[src/ami_pkg.sv]
`default_nettype none
// ----------------------------------------------------------------------------
// ami_pkg
// Shared types, constants and helpers for the affine 3x4 matrix inverse.
// ----------------------------------------------------------------------------
package ami_pkg;

   localparam int FRAC_BITS  = 16;
   localparam int NUM_ELEMS  = 12;
   localparam int ADDR_W     = $clog2(NUM_ELEMS);
   localparam int DIV_STEPS  = 64;
   localparam int DIV_CNT_W  = $clog2(DIV_STEPS + 1);

   typedef enum logic [1:0] {
      ACC_NONE,
      ACC_LOAD,
      ACC_SUB
   } acc_op_type;

   typedef enum logic [1:0] {
      OUT_QUOT,
      OUT_TRANS,
      OUT_SING
   } out_sel_type;

   typedef struct packed {
      logic              ram_we;
      logic [ADDR_W-1:0] ram_addr;
      logic              opa_load;
      logic              opa_sel_q;
      logic              opb_load;
      logic              opb_sel_s;
      logic              mul_en;
      acc_op_type        acc_op;
      logic              sat_s;
      logic              det_add;
      logic              tacc_add;
      logic              first;
      logic              div_start;
      logic              emit;
      out_sel_type       out_sel;
      logic [3:0]        out_index;
      logic              out_last;
   } ami_cmd_type;

   typedef struct packed {
      logic det_zero;
      logic div_done;
      logic out_free;
   } ami_stat_type;

   function automatic logic signed [31:0] sat32(input logic signed [63:0] v);
      logic signed [31:0] r;
      if (v > $signed(64'h0000_0000_7FFF_FFFF))
         r = 32'sh7FFF_FFFF;
      else if (v < $signed(64'hFFFF_FFFF_8000_0000))
         r = 32'sh8000_0000;
      else
         r = v[31:0];
      return r;
   endfunction

endpackage
`default_nettype wire

[src/ami_ram.sv]
`default_nettype none
// ----------------------------------------------------------------------------
// ami_ram
// Generic single-write, single-read RAM with registered read data.
// ----------------------------------------------------------------------------
module ami_ram #(
   parameter int WIDTH = 32,
   parameter int DEPTH = 12
) (
   input  wire logic                     clock,
   input  wire logic                     wr_en,
   input  wire logic [$clog2(DEPTH)-1:0] wr_addr,
   input  wire logic [WIDTH-1:0]         wr_data,
   input  wire logic [$clog2(DEPTH)-1:0] rd_addr,
   output      logic [WIDTH-1:0]         rd_data
);

   logic [WIDTH-1:0] mem_ff [DEPTH];
   logic [WIDTH-1:0] rd_data_ff;

   always_ff @(posedge clock) begin
      if (wr_en) begin
         mem_ff[wr_addr] <= wr_data;
      end
      rd_data_ff <= mem_ff[rd_addr];
   end

   assign rd_data = rd_data_ff;

endmodule
`default_nettype wire

[src/ami_div.sv]
`default_nettype none
// ----------------------------------------------------------------------------
// ami_div
// Signed 64/64 restoring divider, one quotient bit per cycle, quotient
// truncated toward zero and saturated to 32 bits.
// ----------------------------------------------------------------------------
module ami_div import ami_pkg::*; (
   input  wire logic               clock,
   input  wire logic               reset,
   input  wire logic               start,
   input  wire logic signed [63:0] dividend,
   input  wire logic signed [63:0] divisor,
   output      logic               done,
   output      logic signed [31:0] quotient
);

   logic                 busy_ff, fin_ff, done_ff;
   logic [DIV_CNT_W-1:0] cnt_ff;
   logic [63:0]          num_ff, den_ff, rem_ff;
   logic                 neg_ff;
   logic signed [31:0]   quo_ff;

   logic [64:0] rem_sh, diff;
   logic        ge;
   logic [63:0] rem_in;
   logic signed [31:0] sat_q;

   always_comb begin
      rem_sh = {rem_ff, num_ff[63]};
      ge     = rem_sh >= {1'b0, den_ff};
      diff   = rem_sh - {1'b0, den_ff};
      rem_in = ge ? diff[63:0] : rem_sh[63:0];
      // num_ff holds the quotient magnitude once all steps are done
      if (neg_ff) begin
         if ((|num_ff[63:32]) || (num_ff[31] && (|num_ff[30:0])))
            sat_q = 32'sh8000_0000;
         else
            sat_q = $signed(~num_ff[31:0] + 32'd1);
      end else begin
         if (|num_ff[63:31])
            sat_q = 32'sh7FFF_FFFF;
         else
            sat_q = $signed(num_ff[31:0]);
      end
   end

   always_ff @(posedge clock) begin
      if (reset) begin
         busy_ff <= 1'b0;
         fin_ff  <= 1'b0;
         done_ff <= 1'b0;
      end else begin
         done_ff <= 1'b0;
         if (start) begin
            busy_ff <= 1'b1;
            cnt_ff  <= DIV_CNT_W'(DIV_STEPS);
            num_ff  <= dividend[63] ? 64'(-dividend) : dividend;
            den_ff  <= divisor[63] ? 64'(-divisor) : divisor;
            rem_ff  <= '0;
            neg_ff  <= dividend[63] ^ divisor[63];
         end else if (busy_ff) begin
            rem_ff <= rem_in;
            num_ff <= {num_ff[62:0], ge};
            cnt_ff <= cnt_ff - 1'b1;
            if (cnt_ff == DIV_CNT_W'(1)) begin
               busy_ff <= 1'b0;
               fin_ff  <= 1'b1;
            end
         end else if (fin_ff) begin
            fin_ff  <= 1'b0;
            done_ff <= 1'b1;
            quo_ff  <= sat_q;
         end
      end
   end

   assign done     = done_ff;
   assign quotient = quo_ff;

endmodule
`default_nettype wire

[src/ami_datapath.sv]
`default_nettype none
// ----------------------------------------------------------------------------
// ami_datapath
// Element store, shared multiplier, accumulators, divider and output register.
// ----------------------------------------------------------------------------
module ami_datapath import ami_pkg::*; (
   input  wire logic               clock,
   input  wire logic               reset,
   input  wire ami_cmd_type        cmd,
   output      ami_stat_type       stat,
   input  wire logic signed [31:0] req_element_value,
   output      logic               rsp_valid,
   input  wire logic               rsp_ready,
   output      logic signed [31:0] rsp_result_value,
   output      logic [3:0]         rsp_result_index,
   output      logic               rsp_singular,
   output      logic               rsp_last_result
);

   logic [31:0]        rdata;
   logic signed [31:0] opa_ff, opb_ff, s_ff;
   logic signed [63:0] prod_ff, acc_ff, det_ff, tacc_ff;
   logic signed [63:0] prod_fs;
   logic               div_done;
   logic signed [31:0] quot;

   logic               rsp_valid_ff;
   logic signed [31:0] rsp_value_ff;
   logic [3:0]         rsp_index_ff;
   logic               rsp_sing_ff, rsp_last_ff;

   ami_ram #(.WIDTH(32), .DEPTH(NUM_ELEMS)) u_store (
      .clock   (clock),
      .wr_en   (cmd.ram_we),
      .wr_addr (cmd.ram_addr),
      .wr_data (req_element_value),
      .rd_addr (cmd.ram_addr),
      .rd_data (rdata)
   );

   ami_div u_div (
      .clock    (clock),
      .reset    (reset),
      .start    (cmd.div_start),
      .dividend (acc_ff),
      .divisor  (det_ff),
      .done     (div_done),
      .quotient (quot)
   );

   assign prod_fs = prod_ff >>> FRAC_BITS;

   always_ff @(posedge clock) begin
      if (cmd.opa_load) opa_ff <= cmd.opa_sel_q ? quot : $signed(rdata);
      if (cmd.opb_load) opb_ff <= cmd.opb_sel_s ? s_ff : $signed(rdata);
      if (cmd.mul_en)   prod_ff <= opa_ff * opb_ff;
      case (cmd.acc_op)
         ACC_LOAD: acc_ff <= prod_ff;
         ACC_SUB:  acc_ff <= acc_ff - prod_ff;
         default:  acc_ff <= acc_ff;
      endcase
      if (cmd.sat_s)    s_ff <= sat32(acc_ff >>> FRAC_BITS);
      if (cmd.det_add)  det_ff <= (cmd.first ? 64'sd0 : det_ff) + prod_fs;
      if (cmd.tacc_add) tacc_ff <= (cmd.first ? 64'sd0 : tacc_ff) + prod_fs;
   end

   always_ff @(posedge clock) begin
      if (reset) begin
         rsp_valid_ff <= 1'b0;
      end else if (cmd.emit) begin
         rsp_valid_ff <= 1'b1;
      end else if (rsp_ready) begin
         rsp_valid_ff <= 1'b0;
      end
      if (cmd.emit) begin
         case (cmd.out_sel)
            OUT_QUOT:  rsp_value_ff <= quot;
            OUT_TRANS: rsp_value_ff <= sat32(-tacc_ff);
            default:   rsp_value_ff <= 32'sd0;
         endcase
         rsp_index_ff <= cmd.out_index;
         rsp_sing_ff  <= (cmd.out_sel == OUT_SING);
         rsp_last_ff  <= cmd.out_last;
      end
   end

   assign stat.det_zero = (det_ff == 64'sd0);
   assign stat.div_done = div_done;
   assign stat.out_free = !rsp_valid_ff || rsp_ready;

   assign rsp_valid        = rsp_valid_ff;
   assign rsp_result_value = rsp_value_ff;
   assign rsp_result_index = rsp_index_ff;
   assign rsp_singular     = rsp_sing_ff;
   assign rsp_last_result  = rsp_last_ff;

endmodule
`default_nettype wire

[src/ami_ctrl.sv]
`default_nettype none
// ----------------------------------------------------------------------------
// ami_ctrl
// Sequencer: loads elements, walks the minors, determinant, divisions and
// translation terms, and schedules the result transfers.
// ----------------------------------------------------------------------------
module ami_ctrl import ami_pkg::*; (
   input  wire logic         clock,
   input  wire logic         reset,
   input  wire logic         req_valid,
   output      logic         req_ready,
   output      ami_cmd_type  cmd,
   input  wire ami_stat_type stat
);

   typedef enum logic [3:0] {
      S_LOAD, S_RDA, S_RDB, S_LATB, S_MUL, S_ACC, S_SAT,
      S_CHK, S_DIV, S_DIVW, S_EMQ, S_EMT, S_EMS
   } state_type;

   typedef enum logic [1:0] {
      J_MINOR_DET, J_DET_TERM, J_MINOR_INV, J_TRANS
   } job_type;

   state_type         state_ff;
   job_type           job_ff;
   logic [ADDR_W-1:0] cnt_ff;
   logic [1:0]        r_ff, c_ff;
   logic              t_ff;

   logic [1:0]        r1, r2, c1, c2;
   logic [ADDR_W-1:0] addr_a, addr_b;

   function automatic logic [1:0] add_mod3(input logic [1:0] a, input logic [1:0] b);
      logic [2:0] s;
      s = {1'b0, a} + {1'b0, b};
      return (s >= 3'd3) ? 2'(s - 3'd3) : s[1:0];
   endfunction

   always_comb begin
      r1 = add_mod3(r_ff, 2'd1);
      r2 = add_mod3(r_ff, 2'd2);
      c1 = add_mod3(c_ff, 2'd1);
      c2 = add_mod3(c_ff, 2'd2);
      case (job_ff)
         J_DET_TERM: begin
            addr_a = {c_ff, 2'd0};
            addr_b = {c_ff, 2'd0};
         end
         J_TRANS: begin
            addr_a = {c_ff, 2'd3};
            addr_b = {c_ff, 2'd3};
         end
         default: begin
            addr_a = t_ff ? {c1, r2} : {c1, r1};
            addr_b = t_ff ? {c2, r1} : {c2, r2};
         end
      endcase
   end

   always_comb begin
      cmd           = '0;
      cmd.acc_op    = ACC_NONE;
      cmd.out_sel   = OUT_QUOT;
      cmd.first     = (c_ff == 2'd0);
      req_ready     = 1'b0;
      case (state_ff)
         S_LOAD: begin
            req_ready    = 1'b1;
            cmd.ram_we   = req_valid;
            cmd.ram_addr = cnt_ff;
         end
         S_RDA: cmd.ram_addr = addr_a;
         S_RDB: begin
            cmd.ram_addr  = addr_b;
            cmd.opa_load  = 1'b1;
            cmd.opa_sel_q = (job_ff == J_TRANS);
         end
         S_LATB: begin
            cmd.opb_load  = 1'b1;
            cmd.opb_sel_s = (job_ff == J_DET_TERM);
         end
         S_MUL: cmd.mul_en = 1'b1;
         S_ACC: begin
            case (job_ff)
               J_DET_TERM: cmd.det_add  = 1'b1;
               J_TRANS:    cmd.tacc_add = 1'b1;
               default:    cmd.acc_op   = t_ff ? ACC_SUB : ACC_LOAD;
            endcase
         end
         S_SAT: cmd.sat_s = 1'b1;
         S_DIV: cmd.div_start = 1'b1;
         S_EMQ: begin
            cmd.emit      = stat.out_free;
            cmd.out_sel   = OUT_QUOT;
            cmd.out_index = {r_ff, c_ff};
         end
         S_EMT: begin
            cmd.emit      = stat.out_free;
            cmd.out_sel   = OUT_TRANS;
            cmd.out_index = {r_ff, 2'd3};
            cmd.out_last  = (r_ff == 2'd2);
         end
         S_EMS: begin
            cmd.emit      = stat.out_free;
            cmd.out_sel   = OUT_SING;
            cmd.out_index = 4'd0;
            cmd.out_last  = 1'b1;
         end
         default: ;
      endcase
   end

   always_ff @(posedge clock) begin
      if (reset) begin
         state_ff <= S_LOAD;
         job_ff   <= J_MINOR_DET;
         cnt_ff   <= '0;
         r_ff     <= '0;
         c_ff     <= '0;
         t_ff     <= 1'b0;
      end else begin
         case (state_ff)
            S_LOAD: begin
               if (req_valid) begin
                  if (cnt_ff == ADDR_W'(NUM_ELEMS - 1)) begin
                     cnt_ff   <= '0;
                     r_ff     <= '0;
                     c_ff     <= '0;
                     t_ff     <= 1'b0;
                     job_ff   <= J_MINOR_DET;
                     state_ff <= S_RDA;
                  end else begin
                     cnt_ff <= cnt_ff + 1'b1;
                  end
               end
            end
            S_RDA:  state_ff <= S_RDB;
            S_RDB:  state_ff <= S_LATB;
            S_LATB: state_ff <= S_MUL;
            S_MUL:  state_ff <= S_ACC;
            S_ACC: begin
               case (job_ff)
                  J_DET_TERM: begin
                     if (c_ff == 2'd2) begin
                        state_ff <= S_CHK;
                     end else begin
                        c_ff     <= c_ff + 1'b1;
                        job_ff   <= J_MINOR_DET;
                        state_ff <= S_RDA;
                     end
                  end
                  J_TRANS: begin
                     if (c_ff == 2'd2) begin
                        state_ff <= S_EMT;
                     end else begin
                        c_ff     <= c_ff + 1'b1;
                        job_ff   <= J_MINOR_INV;
                        state_ff <= S_RDA;
                     end
                  end
                  default: begin
                     if (!t_ff) begin
                        t_ff     <= 1'b1;
                        state_ff <= S_RDA;
                     end else begin
                        t_ff     <= 1'b0;
                        state_ff <= (job_ff == J_MINOR_DET) ? S_SAT : S_DIV;
                     end
                  end
               endcase
            end
            S_SAT: begin
               job_ff   <= J_DET_TERM;
               state_ff <= S_RDA;
            end
            S_CHK: begin
               if (stat.det_zero) begin
                  state_ff <= S_EMS;
               end else begin
                  r_ff     <= '0;
                  c_ff     <= '0;
                  job_ff   <= J_MINOR_INV;
                  state_ff <= S_RDA;
               end
            end
            S_DIV:  state_ff <= S_DIVW;
            S_DIVW: if (stat.div_done) state_ff <= S_EMQ;
            S_EMQ: begin
               if (stat.out_free) begin
                  job_ff   <= J_TRANS;
                  state_ff <= S_RDA;
               end
            end
            S_EMT: begin
               if (stat.out_free) begin
                  if (r_ff == 2'd2) begin
                     state_ff <= S_LOAD;
                  end else begin
                     r_ff     <= r_ff + 1'b1;
                     c_ff     <= '0;
                     job_ff   <= J_MINOR_INV;
                     state_ff <= S_RDA;
                  end
               end
            end
            S_EMS: if (stat.out_free) state_ff <= S_LOAD;
            default: state_ff <= S_LOAD;
         endcase
      end
   end

endmodule
`default_nettype wire

[src/affine_matrix_inverse.sv]
`default_nettype none
// ----------------------------------------------------------------------------
// affine_matrix_inverse
// Inverse of a 3x4 affine transform in signed Q16.16 fixed point.
// ----------------------------------------------------------------------------
// Elements are taken one per cycle in row-major order. Loading the twelfth
// element starts the compute; no element is taken until every result of that
// matrix has been queued. The determinant is formed first; each of the
// nine rotation entries then runs a 64-step shift-subtract divide plus a
// shared-multiplier pass, so the time per matrix is set by the bit-serial
// divider. A singular matrix gives one transfer with the singular flag
// set. A finished result waits in the output register without stalling
// the next load.
module affine_matrix_inverse import ami_pkg::*; (
   input  wire logic               clock,
   input  wire logic               reset,
   input  wire logic               req_valid,
   output      logic               req_ready,
   input  wire logic signed [31:0] req_element_value,
   output      logic               rsp_valid,
   input  wire logic               rsp_ready,
   output      logic signed [31:0] rsp_result_value,
   output      logic [3:0]         rsp_result_index,
   output      logic               rsp_singular,
   output      logic               rsp_last_result
);

   ami_cmd_type  cmd;
   ami_stat_type stat;

   ami_ctrl u_ctrl (
      .clock     (clock),
      .reset     (reset),
      .req_valid (req_valid),
      .req_ready (req_ready),
      .cmd       (cmd),
      .stat      (stat)
   );

   ami_datapath u_dp (
      .clock             (clock),
      .reset             (reset),
      .cmd               (cmd),
      .stat              (stat),
      .req_element_value (req_element_value),
      .rsp_valid         (rsp_valid),
      .rsp_ready         (rsp_ready),
      .rsp_result_value  (rsp_result_value),
      .rsp_result_index  (rsp_result_index),
      .rsp_singular      (rsp_singular),
      .rsp_last_result   (rsp_last_result)
   );

endmodule
`default_nettype wire

[config.mk]
export PLATFORM = sky130hd
export DESIGN_NAME = affine_matrix_inverse
export DESIGN_NICKNAME = d
export VERILOG_FILES = /design/src/ami_pkg.sv /design/src/ami_ram.sv /design/src/ami_div.sv /design/src/ami_datapath.sv /design/src/ami_ctrl.sv /design/src/affine_matrix_inverse.sv
export SDC_FILE = /design/constraint.sdc
export NUM_CORES = 2
export LEC_CHECK = 0
export BUFFER_PORTS_ARGS = -buffer_cell sky130_fd_sc_hd__buf_4
export CORE_MARGIN = 3
export CORE_UTILIZATION = 58
export DETAILED_ROUTE_END_ITERATION = 12
export PLACE_DENSITY = 0.87
export SYNTH_ARGS = -nofsm -noshare
export SYNTH_HDL_FRONTEND = slang
export SYNTH_SLANG_ARGS = --single-unit
[constraint.sdc]
create_clock -name clock -period 7.9 [get_ports clock]
set_input_delay 1.185 -clock clock [delete_from_list [all_inputs] [get_ports clock]]
set_output_delay 1.185 -clock clock [all_outputs]
set_load 0.02 [all_outputs]
# Yosys cells after proc, flatten, opt, wreduce, memory -nomap -nowiden
# Memory sizes are Yosys's and may differ from the RTL's. A register that Yosys moved wholly into a read port is not among the register bits.
# Cells that the tools add are included.
classes:
  n_lt_le_gt_ge: 9
  multipliers: 1
  n_addsub: 20
  n_bitwise: 5
  n_eq_ne: 37
  n_reduce_logical: 31
  muxes: 92
ops:
  columns: ["operator", "n"]
  rows:
  - ["64-bit 2-to-1 mux", 7]
  - ["32-bit 2-to-1 mux", 8]
  - ["64-bit negator", 3]
  - ["64-bit by 48-bit adder with 64-bit output", 2]
  - ["64-bit one-hot mux with 2 select lines", 1]
  - ["64-bit subtractor", 2]
  - ["65-bit by 64-bit greater-or-equal comparator with 1-bit output", 1]
  - ["64-bit by 32-bit greater-than comparator with 1-bit output, second input constant", 1]
  - ["64-bit logical NOT", 1]
  - ["64-bit by 32-bit < comparator with 1-bit output, second input constant", 1]
  - ["32-bit by 32-bit multiplier with 64-bit output", 1]
  - ["32-bit one-hot mux with 2 select lines", 1]
  - ["63-bit 2-to-1 mux", 1]
  - ["2-bit 2-to-1 mux", 27]
  - ["4-bit one-hot mux with 13 select lines", 1]
  - ["48-bit by 32-bit greater-than comparator with 1-bit output, second input constant", 1]
  - ["48-bit by 32-bit < comparator with 1-bit output, second input constant", 1]
  - ["4-bit 2-to-1 mux", 11]
  - ["33-bit OR reduction", 1]
  - ["32-bit by 1-bit adder with 32-bit output, second input constant", 1]
  - ["32-bit NOT", 1]
  - ["32-bit OR reduction", 1]
  - ["31-bit OR reduction", 1]
  - ["4-bit equality test, second input constant", 6]
  - ["46 further kinds", 113]
totals:
  mem_bits_rw: 384
  inputBits: 36
  reg_bits: 641
  mem_count: 1
  output_inout_bits: 40
mem_list:
  columns: ["name", "words", "width", "rd", "rd_ports_with_merged_regs", "write_ports", "line_no", "rtl"]
  rows:
  - ["u_dp.u_store.mem_ff", 12, 32, 1, 1, 1, "ami_ram.sv:18", "logic [WIDTH-1:0] mem_ff [DEPTH];"]

# Logic depth before layout (Yosys ltp)
logic_depth:
  depth_word: 6
  mapped_depth: 29
  mapped_depth_nobuf: 27

# Modules after synthesis
# From an unflattened synthesis, not the netlist that was laid out.
unflattened:
  cells_unflattened: 9375
  area_unflattened_um2: 97129.4
by_module_without_submodules:
  columns: ["module", "cells_per_inst", "area_each_um2", "seq_area_each_um2", "n_inst"]
  rows:
  - ["ami_datapath", 6735, 63792.4, 11731.3, 1]
  - ["ami_div", 1782, 16694.8, 7026.7, 1]
  - ["ami_ram", 664, 15173.3, 12171.7, 1]
  - ["ami_ctrl", 194, 1468.9, 300.3, 1]

# Worst setup path after synthesis
# Ideal clock, no wire load.
synth_timing:
  path_type: "reg-to-reg"
  start: "register u_dp.opb_ff[2]"
  end: "register u_dp.prod_ff[56], data pin"
  arrival_ps: 7763
  path_slack_ps: -121
  required_time_ps: 7642
  n_path_buf: 2
  setup_ps: 258
  synth_period_minus_slack_ps: 8021
  stages_incl_launch_ff: 25
  path_cell_list: "edfxtp_1 > clkbuf_1 > nand2_1 > inv_1 > fa_1 > fa_1 > fa_1 > fa_1 > fa_1 > fa_1 > fa_1 > fa_1 > ha_1 > clkbuf_1 > nand4_1 > nor4_1 > nand4_1 > o21ai_0 > a21oi_1 > o211ai_1 > a2111oi_0 > or2_2 > o311ai_0 > a31oi_1 > xnor2_1"
synth_between:
  elab_chain_len: 1
synth_rtl:
  columns: ["element", "line_no", "rtl"]
  rows:
  - ["from (decl)", "ami_datapath.sv:21", "logic signed [31:0] opa_ff, opb_ff, s_ff;"]
  - ["from (signal assigned)", "ami_datapath.sv:55", "if (cmd.opb_load) opb_ff <= cmd.opb_sel_s ? s_ff : $signed(rdata);"]
  - ["32-bit by 32-bit multiplier with 64-bit output", "ami_datapath.sv:56", "if (cmd.mul_en) prod_ff <= opa_ff * opb_ff;"]
  - ["to (signal assigned)", "ami_datapath.sv:56", null]
  - ["to (decl)", "ami_datapath.sv:22", "logic signed [63:0] prod_ff, acc_ff, det_ff, tacc_ff;"]
# No other way between the ends.
# A chain may end at the register's enable or synchronous reset.

# Final worst setup path
layout_timing:
  start: "register u_dp.opb_ff[6]"
  end: "register u_dp.prod_ff[58], data pin"
# The elaborated chain is that of the path after synthesis.

==> qor.yml <==
synth_fa_ha_area_share_pct: 28.5
final_antenna_net_count: 0
status: "complete, but fails checks"
htreeDepth: 3
worstPathMaxFanout: 9
ys_ff_latch: 1057
leakagePower_nw: 45.1
final_util_pct: 65.3
criticalPathCategory: "flop to flop"
post-route-period-util_pct: 102
fin_nets: 11400
drv_cap: 0
synthCells: 9651
grt_max_degree: 162
core_area_um2: 164000
end_kind: "flop"
required_ns: 8.40
grt_pass1_wl_um: 434000
tns_ns: -1.07
finalHoldViolCount: 0
antenna_found_initial: 28
cts_max_path_buffers: 3
skew_ns: 0.0518
finalInstanceArea_um2: 107000
slew_headroom_pct: 12.6
place_hpwl_um: 210000
dominantRegCellSynth: "edfxtp_1"
gr-total-overflow: 0
start_util_pct: 58.7
cts_hold_buf: 0
synth_top_family_by_area: "adder cells"
clkTransAtPathRegs_ns: 0.07
wl_per_cell_um: 23.7
setup_slack_ns: -0.148
worst_slew_pin_slew_ns: 1.31
placed_area_um2: 101000
setup_viol: 11
vdd_ir_drop_max_uv: 1340
syn_to_final_growth_pct: 11.2
ys_async_sr_fraction_pct: 0
synth-compound-area-share_pct: 10.9
avgSynthCellArea_um2: 9.94
p_per_area_nw_per_um2: 469
cts_buffers: 107
hold_class: "flop to flop"
synth_nets: 11200
die-area_um2: 170000
gp_congestion: 1.02
io_buffers: 75
cts_tree: "built"
first_iter_violations: 9688
grt_usage_pct: 33.2
synth_edf_count: 1006
drc: 0
dr.pass1.iters: 9
ys_seq_area_share_pct: 32.5
rows: 148
max_freq_mhz: 124
yosys.area_share.simple_pct: 16.3
syn_area_um2: 96000
ys_types: 83
crit_arrival_ns: 8.55
place_ws_ns: -0.610
yosysWarningCount: 0
io_pins: 76
grt_pass1_vias: 75700
die_w_um: 413
slew_violations: 0
period_minus_slack_ns: 8.05
synthXorXnorAreaFrac_pct: 4.13
cts-root-buf: "clkbuf_16"
violations: "negative setup slack"
post_drt_via_cell_ratio: 6.24
die_y_um: 413
vias: 75600
insertion_delay_ns: 0.78
startpoint_type: "flop"
synth_mux_area_share_pct: 1.16
drive_gt1_share_pct: 10.9
rsz0062_at_grt: "yes"
clock-sinks: 1057
routed_wl_um: 286000
area by class of cell:
type | count | area [um2]
flip-flops and latches | 1057 | 31200
inverters | 1167 | 4390
clock inverters | 74 | 878
fillers | 11800 | 56800
repair buffers | 537 | 5010
multi-input cells | 6952 | 59600
well taps | 2175 | 2720
diodes | 19 | 47.5
clock buffers | 125 | 2820
sequential cells by signal (all words and copies together), names as in the netlist, 4 cells and up:
signal / flops
u_dp.det_ff: 64
u_dp.u_div.den_ff: 64
u_ctrl.state_ff: 4
u_dp.tacc_ff: 64
u_ctrl.cnt_ff: 4
u_dp.u_store.rd_data: 32
u_dp.u_div.num_ff: 64
u_dp.u_div.rem_ff: 64
u_dp.s_ff: 32
u_dp.u_store.mem_ff: 384
u_dp.rsp_result_value: 32
u_dp.rsp_result_index: 4
u_dp.opb_ff: 32
u_dp.acc_ff: 64
u_dp.opa_ff: 32
u_dp.u_div.quotient: 32
u_dp.u_div.cnt_ff: 7
u_dp.prod_ff: 64
critical path, stage by stage (launching register included):
cell	delay, ns
edfxtp_1	0.45
buf_6	0.16
clkbuf_16	0.16
buf_8	0.15
and2_1	0.16
fa_1	0.50
fa_1	0.52
fa_1	0.52
inv_1	0.05
fa_1	0.52
inv_1	0.09
fa_1	0.49
fa_1	0.60
fa_2	0.48
fa_1	0.54
ha_4	0.21
nand2_1	0.11
buf_4	0.14
o21ai_1	0.07
a21o_1	0.22
a21oi_2	0.15
o211ai_1	0.17
buf_4	0.20
a2111oi_4	0.41
o31ai_4	0.13
a21oi_4	0.26
o21bai_1	0.14
xor2_1	0.16
report_power, final:
part / leakage (nW) / internal (W) / switching [W]
combinational: 33.9 / 0.0167 / 0.0201
sequential: 9.48 / 0.00762 / 0.000254
clock: 1.78 / 0.00301 / 0.00241
total: 45.1 / 0.0273 / 0.0227
cell usage in the layout, fill, tap and decap left out, types with 93 or more instances in the layout:
master     count
buf_4        437
edfxtp_1    1006
xnor2_1      275
fa_1        1028
clkbuf_16    112
nor3_1        93
nand3_1      225
nand2_1     1373
and2_1       540
nor2_1       297
ha_1         430
a21o_1       182
inv_1       1140
o21ai_0      367
nor2b_1      174
xor2_1       174
a21oi_1      467
cell usage after synthesis (all sizes together) (71+ instances only):
cell | number | area (um2)
edfxtp | 1006 | 30200
xor2 | 174 | 1520
mux2 | 71 | 800
a21oi | 520 | 2720
xnor2 | 279 | 2440
fa | 1086 | 21700
and3 | 79 | 494
and2 | 556 | 3480
a31oi | 77 | 482
nand2 | 1386 | 5200
ha | 451 | 5640
nand2b | 78 | 488
nand3 | 227 | 1140
nor2b | 175 | 1090
inv | 1165 | 4370
nor3 | 101 | 505
o21ai | 387 | 1940
clkbuf | 441 | 1660
nor2 | 317 | 1190
a21o | 182 | 1370
stage by stage:
step	std cells	total power (W)	hold WS [ns]
after floorplan	9651	0.0257	0.425
after global placement	11800	0.0364	0.471
after detailed placement	11800	0.0372	0.479
after CTS	12100	0.0457	0.489
after global routing	12100	0.0528	0.504
final	12100	0.0501	0.496
kinds of logic after synthesis:
| kind of cell | after synthesis |
|---|---|
| AND/OR/NAND/NOR | 3208 |
| multiplexers | 102 |
| AO/OA/AOI/OAI | 1652 |
| XOR/XNOR | 453 |
| adder cells (fa/ha/maj) | 1537 |
| flip-flops | 1057 |
| buffers and inverters | 1642 |
metal layers:
metal	vias to the layer above	GRT usage, %	wire, um
met3	992	8.85	34500
met2	4730	50.8	129000
met1	37100	42.9	104000
met5	-	0	338
met4	20	18.7	18600
li1	32700	-	-
path summary, 6_finish.rpt:
kind                            to               start  slack [ns]  cells after the start
hold reg to reg    u_dp.u_div.done  u_dp.u_div.busy_ff        0.50                      1
hold / removal     u_dp.u_div.done  u_dp.u_div.busy_ff        0.50                      1
setup / recovery  u_dp.prod_ff[58]      u_dp.opb_ff[6]       -0.15                     27
setup reg to reg  u_dp.prod_ff[58]      u_dp.opb_ff[6]       -0.15                     27
what timing repair did:
| item | 4_1_cts | 5_1_grt |
|---|---|---|
| gates cloned | 2 | 4 |
| endpoints found under the setup margin | 16 | 23 |
| resized for setup | 97 | 176 |
| pin swaps | 54 | 106 |
| setup buffers | 33 | 32 |
No activity file was read; power rests on OpenSTA's default activity.
